[src/tcpu_pkg.sv]
// Shared opcodes, status flag masks and types for the toy CPU execute unit.
// No dependencies.
package tcpu_pkg;

	typedef logic [7:0] byte_t;
	typedef logic [1:0] reg_sel_t;

	localparam byte_t OP_NOP   = 8'd0;
	localparam byte_t OP_MOV_A = 8'd1;
	localparam byte_t OP_MOV_B = 8'd2;
	localparam byte_t OP_MOV_C = 8'd3;
	localparam byte_t OP_MOV_D = 8'd4;
	localparam byte_t OP_COPY  = 8'd5;
	localparam byte_t OP_STORE = 8'd6;
	localparam byte_t OP_LOAD  = 8'd7;
	localparam byte_t OP_ADD   = 8'd8;
	localparam byte_t OP_SUB   = 8'd9;
	localparam byte_t OP_INC   = 8'd10;
	localparam byte_t OP_DEC   = 8'd11;

	localparam byte_t FLAG_ZERO   = 8'h02;
	localparam byte_t FLAG_BORROW = 8'h04;
	localparam byte_t FLAG_CARRY  = 8'h10;
	localparam byte_t FLAG_WRAP   = 8'h12;
	localparam byte_t BYTE_MAX    = 8'hFF;

	localparam reg_sel_t REG_A = 2'd0;
	localparam reg_sel_t REG_B = 2'd1;
	localparam reg_sel_t REG_C = 2'd2;
	localparam reg_sel_t REG_D = 2'd3;

	typedef struct packed {
		byte_t       kind;
		byte_t       first_reg;
		byte_t       second_reg;
		byte_t       immediate;
		logic [15:0] mem_addr;
		byte_t       load_data;
	} instr_t;

endpackage

[src/toy_cpu_execute_unit.sv]
// Execute unit of a small 8-bit machine with four registers and a status byte.
// Depends on tcpu_pkg.
//
// Usage:
//   Input channel (in_valid / in_stall) carries one decoded instruction per
//   beat: kind, first_reg, second_reg, immediate, mem_addr, load_data.
//   Output channel (out_valid / out_stall) returns one result beat for every
//   instruction: the store request, the status byte, the bad register mark
//   and registers A..D after the instruction.
//   The input register holds each beat, then the instruction executes
//   against registers A..D and the status byte and lands in the result
//   register. Throughput is one instruction per cycle while no result
//   is held by out_stall; the architectural registers update as the
//   result register loads, so the next instruction sees them. While
//   out_stall is high with a result waiting, the held instruction in
//   the input register stays put and in_stall rises; an empty input
//   register takes one more beat before the input side stalls.
//   Reset clears registers A..D, the status byte and both valid bits.
module toy_cpu_execute_unit
	import tcpu_pkg::*;
(
	input  logic        clk,
	input  logic        arst_n,
	input  logic        in_valid,
	output logic        in_stall,
	input  logic [7:0]  kind,
	input  logic [7:0]  first_reg,
	input  logic [7:0]  second_reg,
	input  logic [7:0]  immediate,
	input  logic [15:0] mem_addr,
	input  logic [7:0]  load_data,
	output logic        out_valid,
	input  logic        out_stall,
	output logic        store_valid,
	output logic [15:0] store_addr,
	output logic [7:0]  store_data,
	output logic [7:0]  status_flags,
	output logic        bad_register,
	output logic [7:0]  a_value,
	output logic [7:0]  b_value,
	output logic [7:0]  c_value,
	output logic [7:0]  d_value
);

	logic   valid_s1;
	instr_t instr_s1;
	logic   advance;

	byte_t a_q, b_q, c_q, d_q, status_q;

	byte_t       a_nx, b_nx, c_nx, d_nx, status_nx;
	logic        st_valid_nx, bad_nx;
	logic [15:0] st_addr_nx;
	byte_t       st_data_nx;

	logic     r1_ok, r2_ok;
	reg_sel_t r1_sel, r2_sel;
	byte_t    src_val, dst_val, res_val;
	logic [8:0] sum_w;
	logic     wr_en;
	reg_sel_t wr_sel;

	function automatic byte_t pick_reg(reg_sel_t sel, byte_t a, byte_t b, byte_t c, byte_t d);
		byte_t v;
		unique case (sel)
			REG_A:   v = a;
			REG_B:   v = b;
			REG_C:   v = c;
			default: v = d;
		endcase
		return v;
	endfunction

	assign advance  = valid_s1 && (!out_valid || !out_stall);
	assign in_stall = valid_s1 && !advance;

	always_ff @(posedge clk or negedge arst_n) begin
		if (!arst_n) begin
			valid_s1 <= 1'b0;
		end else if (!in_stall) begin
			valid_s1 <= in_valid;
		end
	end

	always_ff @(posedge clk) begin
		if (in_valid && !in_stall) begin
			instr_s1 <= '{kind, first_reg, second_reg, immediate, mem_addr, load_data};
		end
	end

	assign r1_sel  = instr_s1.first_reg[1:0];
	assign r2_sel  = instr_s1.second_reg[1:0];
	assign r1_ok   = (instr_s1.first_reg[7:2] == 6'd0);
	assign r2_ok   = (instr_s1.second_reg[7:2] == 6'd0);
	assign src_val = pick_reg(r1_sel, a_q, b_q, c_q, d_q);
	assign dst_val = pick_reg(r2_sel, a_q, b_q, c_q, d_q);
	assign sum_w   = {1'b0, src_val} + {1'b0, dst_val};

	always_comb begin
		status_nx   = status_q;
		st_valid_nx = 1'b0;
		st_addr_nx  = '0;
		st_data_nx  = '0;
		bad_nx      = 1'b0;
		wr_en       = 1'b0;
		wr_sel      = r1_sel;
		res_val     = src_val;
		unique case (instr_s1.kind) inside
			OP_MOV_A, OP_MOV_B, OP_MOV_C, OP_MOV_D: begin
				wr_en   = 1'b1;
				wr_sel  = reg_sel_t'(instr_s1.kind - OP_MOV_A);
				res_val = instr_s1.immediate;
				if (res_val == '0) status_nx = status_nx | FLAG_ZERO;
			end
			OP_COPY, OP_ADD, OP_SUB: begin
				if (!r1_ok || !r2_ok) begin
					bad_nx = 1'b1;
				end else begin
					wr_en  = 1'b1;
					wr_sel = r2_sel;
					if (instr_s1.kind == OP_ADD) begin
						res_val = sum_w[7:0];
						if (sum_w[8]) status_nx = status_nx | FLAG_CARRY;
					end else if (instr_s1.kind == OP_SUB) begin
						res_val = src_val - dst_val;
						if (src_val < dst_val) status_nx = status_nx | FLAG_BORROW;
					end
					if (res_val == '0) status_nx = status_nx | FLAG_ZERO;
				end
			end
			OP_STORE: begin
				if (!r1_ok) begin
					bad_nx = 1'b1;
				end else begin
					st_valid_nx = 1'b1;
					st_addr_nx  = instr_s1.mem_addr;
					st_data_nx  = src_val;
					if (src_val == '0) status_nx = status_nx | FLAG_ZERO;
				end
			end
			OP_LOAD: begin
				if (!r1_ok) begin
					bad_nx = 1'b1;
				end else begin
					wr_en   = 1'b1;
					res_val = instr_s1.load_data;
					if (res_val == '0) status_nx = status_nx | FLAG_ZERO;
				end
			end
			OP_INC: begin
				if (!r1_ok) begin
					bad_nx = 1'b1;
				end else begin
					wr_en   = 1'b1;
					res_val = src_val + 8'd1;
					if (src_val == BYTE_MAX) status_nx = status_nx | FLAG_WRAP;
				end
			end
			OP_DEC: begin
				if (!r1_ok) begin
					bad_nx = 1'b1;
				end else begin
					wr_en   = 1'b1;
					res_val = src_val + BYTE_MAX;
					if (src_val == '0) status_nx = status_nx | FLAG_CARRY;
					if (res_val == '0) status_nx = status_nx | FLAG_BORROW;
				end
			end
			default: begin
				// nop and unknown opcodes leave everything alone
			end
		endcase
	end

	assign a_nx = (wr_en && wr_sel == REG_A) ? res_val : a_q;
	assign b_nx = (wr_en && wr_sel == REG_B) ? res_val : b_q;
	assign c_nx = (wr_en && wr_sel == REG_C) ? res_val : c_q;
	assign d_nx = (wr_en && wr_sel == REG_D) ? res_val : d_q;

	// architectural state commits as the instruction retires into the result register
	always_ff @(posedge clk or negedge arst_n) begin
		if (!arst_n) begin
			a_q       <= '0;
			b_q       <= '0;
			c_q       <= '0;
			d_q       <= '0;
			status_q  <= '0;
			out_valid <= 1'b0;
		end else begin
			if (advance) begin
				a_q      <= a_nx;
				b_q      <= b_nx;
				c_q      <= c_nx;
				d_q      <= d_nx;
				status_q <= status_nx;
			end
			if (advance) begin
				out_valid <= 1'b1;
			end else if (!out_stall) begin
				out_valid <= 1'b0;
			end
		end
	end

	always_ff @(posedge clk) begin
		if (advance) begin
			store_valid  <= st_valid_nx;
			store_addr   <= st_addr_nx;
			store_data   <= st_data_nx;
			status_flags <= status_nx;
			bad_register <= bad_nx;
			a_value      <= a_nx;
			b_value      <= b_nx;
			c_value      <= c_nx;
			d_value      <= d_nx;
		end
	end

endmodule

[config.mk]
export PLATFORM = sky130hd
export DESIGN_NAME = toy_cpu_execute_unit
export DESIGN_NICKNAME = d
export VERILOG_FILES = /design/src/tcpu_pkg.sv /design/src/toy_cpu_execute_unit.sv
export SDC_FILE = /design/constraint.sdc
export NUM_CORES = 1
export LEC_CHECK = 0
export ABC_AREA = 1
export BUFFER_PORTS_ARGS = -buffer_cell sky130_fd_sc_hd__buf_2
export CAP_MARGIN = 30
export CORE_MARGIN = 8
export CORE_UTILIZATION = 55
export DETAILED_ROUTE_END_ITERATION = 8
export PLACE_DENSITY = 0.77
export SYNTH_ARGS = -nofsm -noshare
export SYNTH_HDL_FRONTEND = slang
export SYNTH_SLANG_ARGS = --single-unit
export TNS_END_PERCENT = 10
[constraint.sdc]
create_clock -name clk -period 3.9 [get_ports clk]
set_input_delay 0.39 -clock clk [delete_from_list [all_inputs] [get_ports clk]]
set_output_delay 0.39 -clock clk [all_outputs]
set_load 0.005 [all_outputs]
## Yosys cells after proc, flatten, opt, wreduce, memory -nomap -nowiden

Index checks and enable logic that the tools add are counted.

| cells by class | value |
|---|---|
| equality and inequality tests | 20 |
| reductions and logical operators | 30 |
| $add $sub $neg | 5 |
| $lt $le $gt $ge | 1 |
| muxes and demuxes | 42 |

Operators by type and width:

| cell | number |
|---|---|
| $mux 8 | 12 |
| $pmux 8 s3 | 2 |
| $logic_not 8->1 | 5 |
| $pmux 8 s5 | 1 |
| $mux 5 | 7 |
| $eq 8x3->1 const B | 4 |
| $eq 8x4->1 const B | 4 |
| $pmux 5 s6 | 1 |
| $eq 8x2->1 const B | 2 |
| $mux 2 | 7 |
| $logic_not 6->1 | 2 |
| $add 8x8->9 | 1 |
| $mux 3 | 3 |
| $add 8x1->8 const B | 1 |
| $add 8x8->8 const B | 1 |
| $eq 2x2->1 const B | 4 |
| $eq 8x1->1 const B | 1 |
| $eq 8x8->1 const B | 1 |
| $lt 8x8->1 | 1 |
| $reduce_or 4->1 | 2 |
| $sub 8x8->8 | 1 |
| $logic_and 1x1->1 | 7 |
| $eq 2x1->1 const B | 3 |
| $logic_not 1->1 | 6 |
| other kinds (10) | 19 |

| word-level totals | value |
|---|---|
| bits of input ports | 60 |
| register bits after elaboration | 164 |
| word-level logic and storage cells | 120 |

## Longest topological paths before layout

| depth | value |
|---|---|
| word-level depth | 11 |
| mapped depth | 26 |

## Least setup slack after synthesis

OpenSTA, ideal clock, no wires.

| path | value |
|---|---|
| kind | reg2reg |
| from | register instr_s1[33] in the netlist's numbering |
| to | register a_value[6] (data pin) |
| stages on the path, launching flop included | 23 |
| slack | 0.861 ns |
| required time | 3.640 ns |
| clock period less this slack | 3.039 ns |
| arrival | 2.778 ns |
| path through | edfxtp_1 nand2_1 clkbuf_1 o2111ai_1 o21ai_0 inv_1 ha_1 fa_1 o21ai_0 nand2_1 nand2_1 nand2_1 nand2_1 a21oi_1 inv_1 nand2_1 nand3_1 and2_0 nand2_1 nand2_1 nand4_1 nand2_2 a21boi_1 |

| on the way | value |
|---|---|
| word-level cells in the longest chain between the ends | 10 |
| elaborated cells on any way between the ends | 17 |

RTL lines:

| what | line | text |
|---|---|---|
| from (decl) | toy_cpu_execute_unit.sv:46 | `instr_t instr_s1;` |
| from (signal assigned) | toy_cpu_execute_unit.sv:87 | `instr_s1 <= '{kind, first_reg, second_reg, immediate, mem_addr, load_data};` |
| $eq 2x2->1 (tied with other cells) | toy_cpu_execute_unit.sv:65 | `unique case (sel)` |
| $pmux 8 s3 | toy_cpu_execute_unit.sv:65 |  |
| $sub 8x8->8 | toy_cpu_execute_unit.sv:125 | `res_val = src_val - dst_val;` |
| $mux 8 | toy_cpu_execute_unit.sv:124 | `end else if (instr_s1.kind == OP_SUB) begin` |
| $mux 8 | toy_cpu_execute_unit.sv:121 | `if (instr_s1.kind == OP_ADD) begin` |
| $mux 8 | toy_cpu_execute_unit.sv:116 | `if (!r1_ok \|\| !r2_ok) begin` |
| $mux 8 | toy_cpu_execute_unit.sv:108 | `unique case (instr_s1.kind) inside` |
| $mux 8 | toy_cpu_execute_unit.sv:116 |  |
| $pmux 8 s5 | toy_cpu_execute_unit.sv:108 |  |
| $mux 8 (*) | toy_cpu_execute_unit.sv:175 | `assign a_nx = (wr_en && wr_sel == REG_A) ? res_val : a_q;` |
| via a_nx[6] | toy_cpu_execute_unit.sv:51 | `byte_t a_nx, b_nx, c_nx, d_nx, status_nx;` |
| to (signal assigned) | toy_cpu_execute_unit.sv:212 | `a_value <= a_nx;` |
| to (decl) | toy_cpu_execute_unit.sv:39 | `output logic [7:0] a_value,` |

The timed path passes the listed nets; every way through them passes the cells marked *. The select of a mux whose other input is x is not followed.
A chain may end at the register's enable or synchronous reset.

## Final worst setup path

| path | value |
|---|---|
| from | register instr_s1[33] in the netlist's numbering |
| to | register a_value[3] (data pin) |

Same word-level chain as after synthesis.

==> impl_metrics.env <==
export IMPL_crit_chain="nor2_1 > nand2_1 > o2111ai_1 > o21ai_0 > inv_1 > ha_1 > nor2_1 > o21ai_0 > nand2_1 > a21oi_1 > o21a_1 > a21oi_1 > nand2_1 > nand2_1 > nand4_1 > o21ai_1 > a21boi_0"
export IMPL_synthCells=914
export IMPL_initial_core_util_pct=55.9
export IMPL_hold_violations=0
export IMPL_gp_routability_congestion=0.963
export IMPL_rows=45
export IMPL_tns_ns=0
export IMPL_ys_ff_latch=154
export IMPL_h_tree_depth=4
export IMPL_synth_ff_type="edfxtp_1"
export IMPL_cp_start_kind="flip-flop"
export IMPL_crit_arrival_ns=3.75
export IMPL_boundaryPins=128
export IMPL_path_max_fanout=8
export IMPL_path_delay_family="compound AO/OA/AOI/OAI gates"
export IMPL_cts_hold_buf=0
export IMPL_maxSlewHeadroom_pct=40.9
export IMPL_die_h_um=140
export IMPL_cp_required_ns=4.03
export IMPL_coreArea_sq_um=15100
export IMPL_tritoncts="done"
export IMPL_crit_path_frequent_cell="nand2_1"
export IMPL_wl_per_cell_um=18.0
export IMPL_p_int_w=0.00363
export IMPL_p_switching_w=0.00205
export IMPL_synth_area_sq_um=8460
export IMPL_critical_path_class="reg -> reg"
export IMPL_dp_slack_ns=0.318
export IMPL_grt_use_total_pct=23.2
export IMPL_die_x_um=140
export IMPL_ant_nets=0
export IMPL_drc_errors=0
export IMPL_cp_slowest_stage_delay_ns=0.48
export IMPL_cts_buffer_depth=2
export IMPL_swShare_pct=36.1
export IMPL_cts_root_buf="clkbuf_16"
export IMPL_setup_ws_ns=0.282
export IMPL_dp_cells=1217
export IMPL_min_period_ns=3.62
export IMPL_portBuffers=122
export IMPL_synth_top_area_share_pct=41.5
export IMPL_numCtsBuffers=17
export IMPL_setup_viol=0
export IMPL_hpwl_mm=16.8
export IMPL_crit_buf_inv=1
export IMPL_period_share_pct=92.8
export IMPL_p_seq_share_pct=40.5
export IMPL_endpoint_kind="flip-flop"
export IMPL_dr_first_iter_drc_count=789
export IMPL_die_area_sq_um=19600
export IMPL_ys_seq_area_share_pct=52.5
export IMPL_combinationalPowerShare_pct=30.8
export IMPL_drv_cap=0
export IMPL_vias=7032
export IMPL_yosysWarnings=0
export IMPL_final_cell_mix="nand2_1 (237), buf_2 (122), edfxtp_1 (117)"
export IMPL_nFillCells=1208
export IMPL_synth_edf_count=117
export IMPL_hp_class="in -> async"
export IMPL_areaGrowthSynthToFinish_pct=17.3
export IMPL_p_leak_nw=4.59
export IMPL_power_density_nw_per_um2=573
export IMPL_clk_latency_ns=0.43
export IMPL_clock_sinks=154
export IMPL_synthTopCellsByArea="edfxtp_1 (42%), dfrtp_1 (11%), nand2_1 (11%), inv_1 (4.2%), nand3_1 (4.0%)"
export IMPL_clock_skew_ns=0.00870
export IMPL_syn_area_per_cell_sq_um=9.26
export IMPL_grt_max_degree=60
export IMPL_worstMarginPinSlew_ns=0.884
export IMPL_synth_cell_types=55
export IMPL_fmax_ghz=0.276
export IMPL_irDropWorstVdd_v=0.000390
export IMPL_cp_slowest_cell="edfxtp_1"
export IMPL_rsz0062_at_grt="false"
export IMPL_grt_pass1_wl_mm=35.5
export IMPL_async_reset_ff_share_pct=24.0
export IMPL_nNetsFinal=1137
export IMPL_slew_viol_final=0
export IMPL_grt_ovfl_total=0
export IMPL_status="complete, no violations"
export IMPL_insertedDiodeCount=0
export IMPL_clockPowerShare_pct=28.7
export IMPL_worst_hold_slack_ns=0.0767
export IMPL_grt_antenna_before_repair=0
export IMPL_drive_above_1_share_pct=24.1
export IMPL_via_per_inst=5.62
export IMPL_dr_pass1_iters=5
export IMPL_fin_util_pct=65.5
export IMPL_final_common_cell="nand2_1"
export IMPL_synth_top_area_cell="edfxtp_1"
export IMPL_wirelength_mm=22.6
export IMPL_finalNonFillerCells=1252
export IMPL_grt_pass1_vias=6690
export IMPL_clkTransAtPathRegs_ns=0.06
[metal layers]
metal / part of all wire (%) / track usage, % / vias up
li1: - / - / 3356
met1: 43 / 30.9 / 3309
met2: 46 / 36.4 / 326
met3: 8.6 / 5.61 / 41
met4: 2.4 / 8.57 / 0
met5: 0 / 0 / -
[state kept, by name, indices dropped and copies added (netlist names)]
register      cells
valid_s1          1
bad_register      1
store_valid       1
out_valid         1
instr_s1         56
d_q               8
store_addr       16
c_value           8
store_data        8
d_value           8
b_q               8
a_value           8
a_q               8
status_q          3
c_q               8
b_value           8
status_flags      3
[power groups by stage]
stage                     Sequential [W]  Combinational, W  Clock, W
final                            0.00230           0.00175   0.00163
after global routing             0.00233           0.00196   0.00172
after CTS                        0.00230           0.00172   0.00165
after detailed placement         0.00233           0.00171         0
after global placement           0.00233           0.00168         0
after floorplan                  0.00227           0.00116         0
[per-stage QoR]
stage	cell area [sq um]	total power, W
2_1_floorplan	8470	0.00344
3_3_place_gp	9300	0.00400
3_5_place_dp	9300	0.00403
4_1_cts	9880	0.00567
5_1_grt	9920	0.00600
6_report	9920	0.00568
[worst register-to-register path, delay by kind of cell (launching register included)]
| kind | cells | cell delay [ns] |
|---|---|---|
| compound gates | 8 | 1.31 |
| simple gates | 7 | 1.08 |
| flops | 1 | 0.48 |
| fa+ha+maj | 1 | 0.27 |
| buf+inv | 1 | 0.19 |
[final cells by class]
class	count	area, sq um	area share (%)
Clock buffer	17	425	4.29
Timing Repair Buffer	140	771	7.77
Clock inverter	15	153	1.54
Inverter	110	420	4.24
Sequential cell	154	4440	44.7
Multi-Input combinational cell	628	3480	35.1
Tap cell	188	235	2.37
[what timing repair did]
action,CTS,global route
buffers inserted,0,3
gates resized for setup,0,2
setup endpoints to repair,0,21
[Yosys cell counts, drive strengths merged, types with 3 or more instances]
cell,n
a211oi,4
a21boi,21
a21oi,23
buf,17
clkbuf,9
dfrtp,37
edfxtp,117
ha,24
inv,110
nand2,248
nand3,72
nand4,14
nor2,77
nor3,14
nor4,3
o2111ai,8
o211ai,8
o21ai,70
o22ai,3
or2,17
xor2,4
[cells by family after synthesis]
logic type      synth area share [%]
other cells                   0.0443
xor+xnor                       0.414
fa+ha+maj                       4.02
buf+inv                         6.67
flops                           52.5
simple gates                    25.2
compound gates                  11.1
[final timing paths]
path | start | cells after the start | to | slack (ns)
worst max-delay path | instr_s1[33]$_DFFE_PP_ | 17 | a_value[3]$_DFFE_PP_ | 0.28
worst min-delay path | arst_n | 1 | c_q[1]$_DFFE_PN0P_ | 0.08
worst max register to register | instr_s1[33]$_DFFE_PP_ | 17 | a_value[3]$_DFFE_PP_ | 0.28
worst min register to register | valid_s1$_DFFE_PN0N_ | 2 | out_valid$_DFFE_PN0P_ | 0.48
max in group asynchronous | arst_n | 1 | a_q[6]$_DFFE_PN0P_ | 3.26
min in group clk | load_data[6] | 1 | instr_s1[6]$_DFFE_PP_ | 0.13
Power figures use the tool's default switching activity.
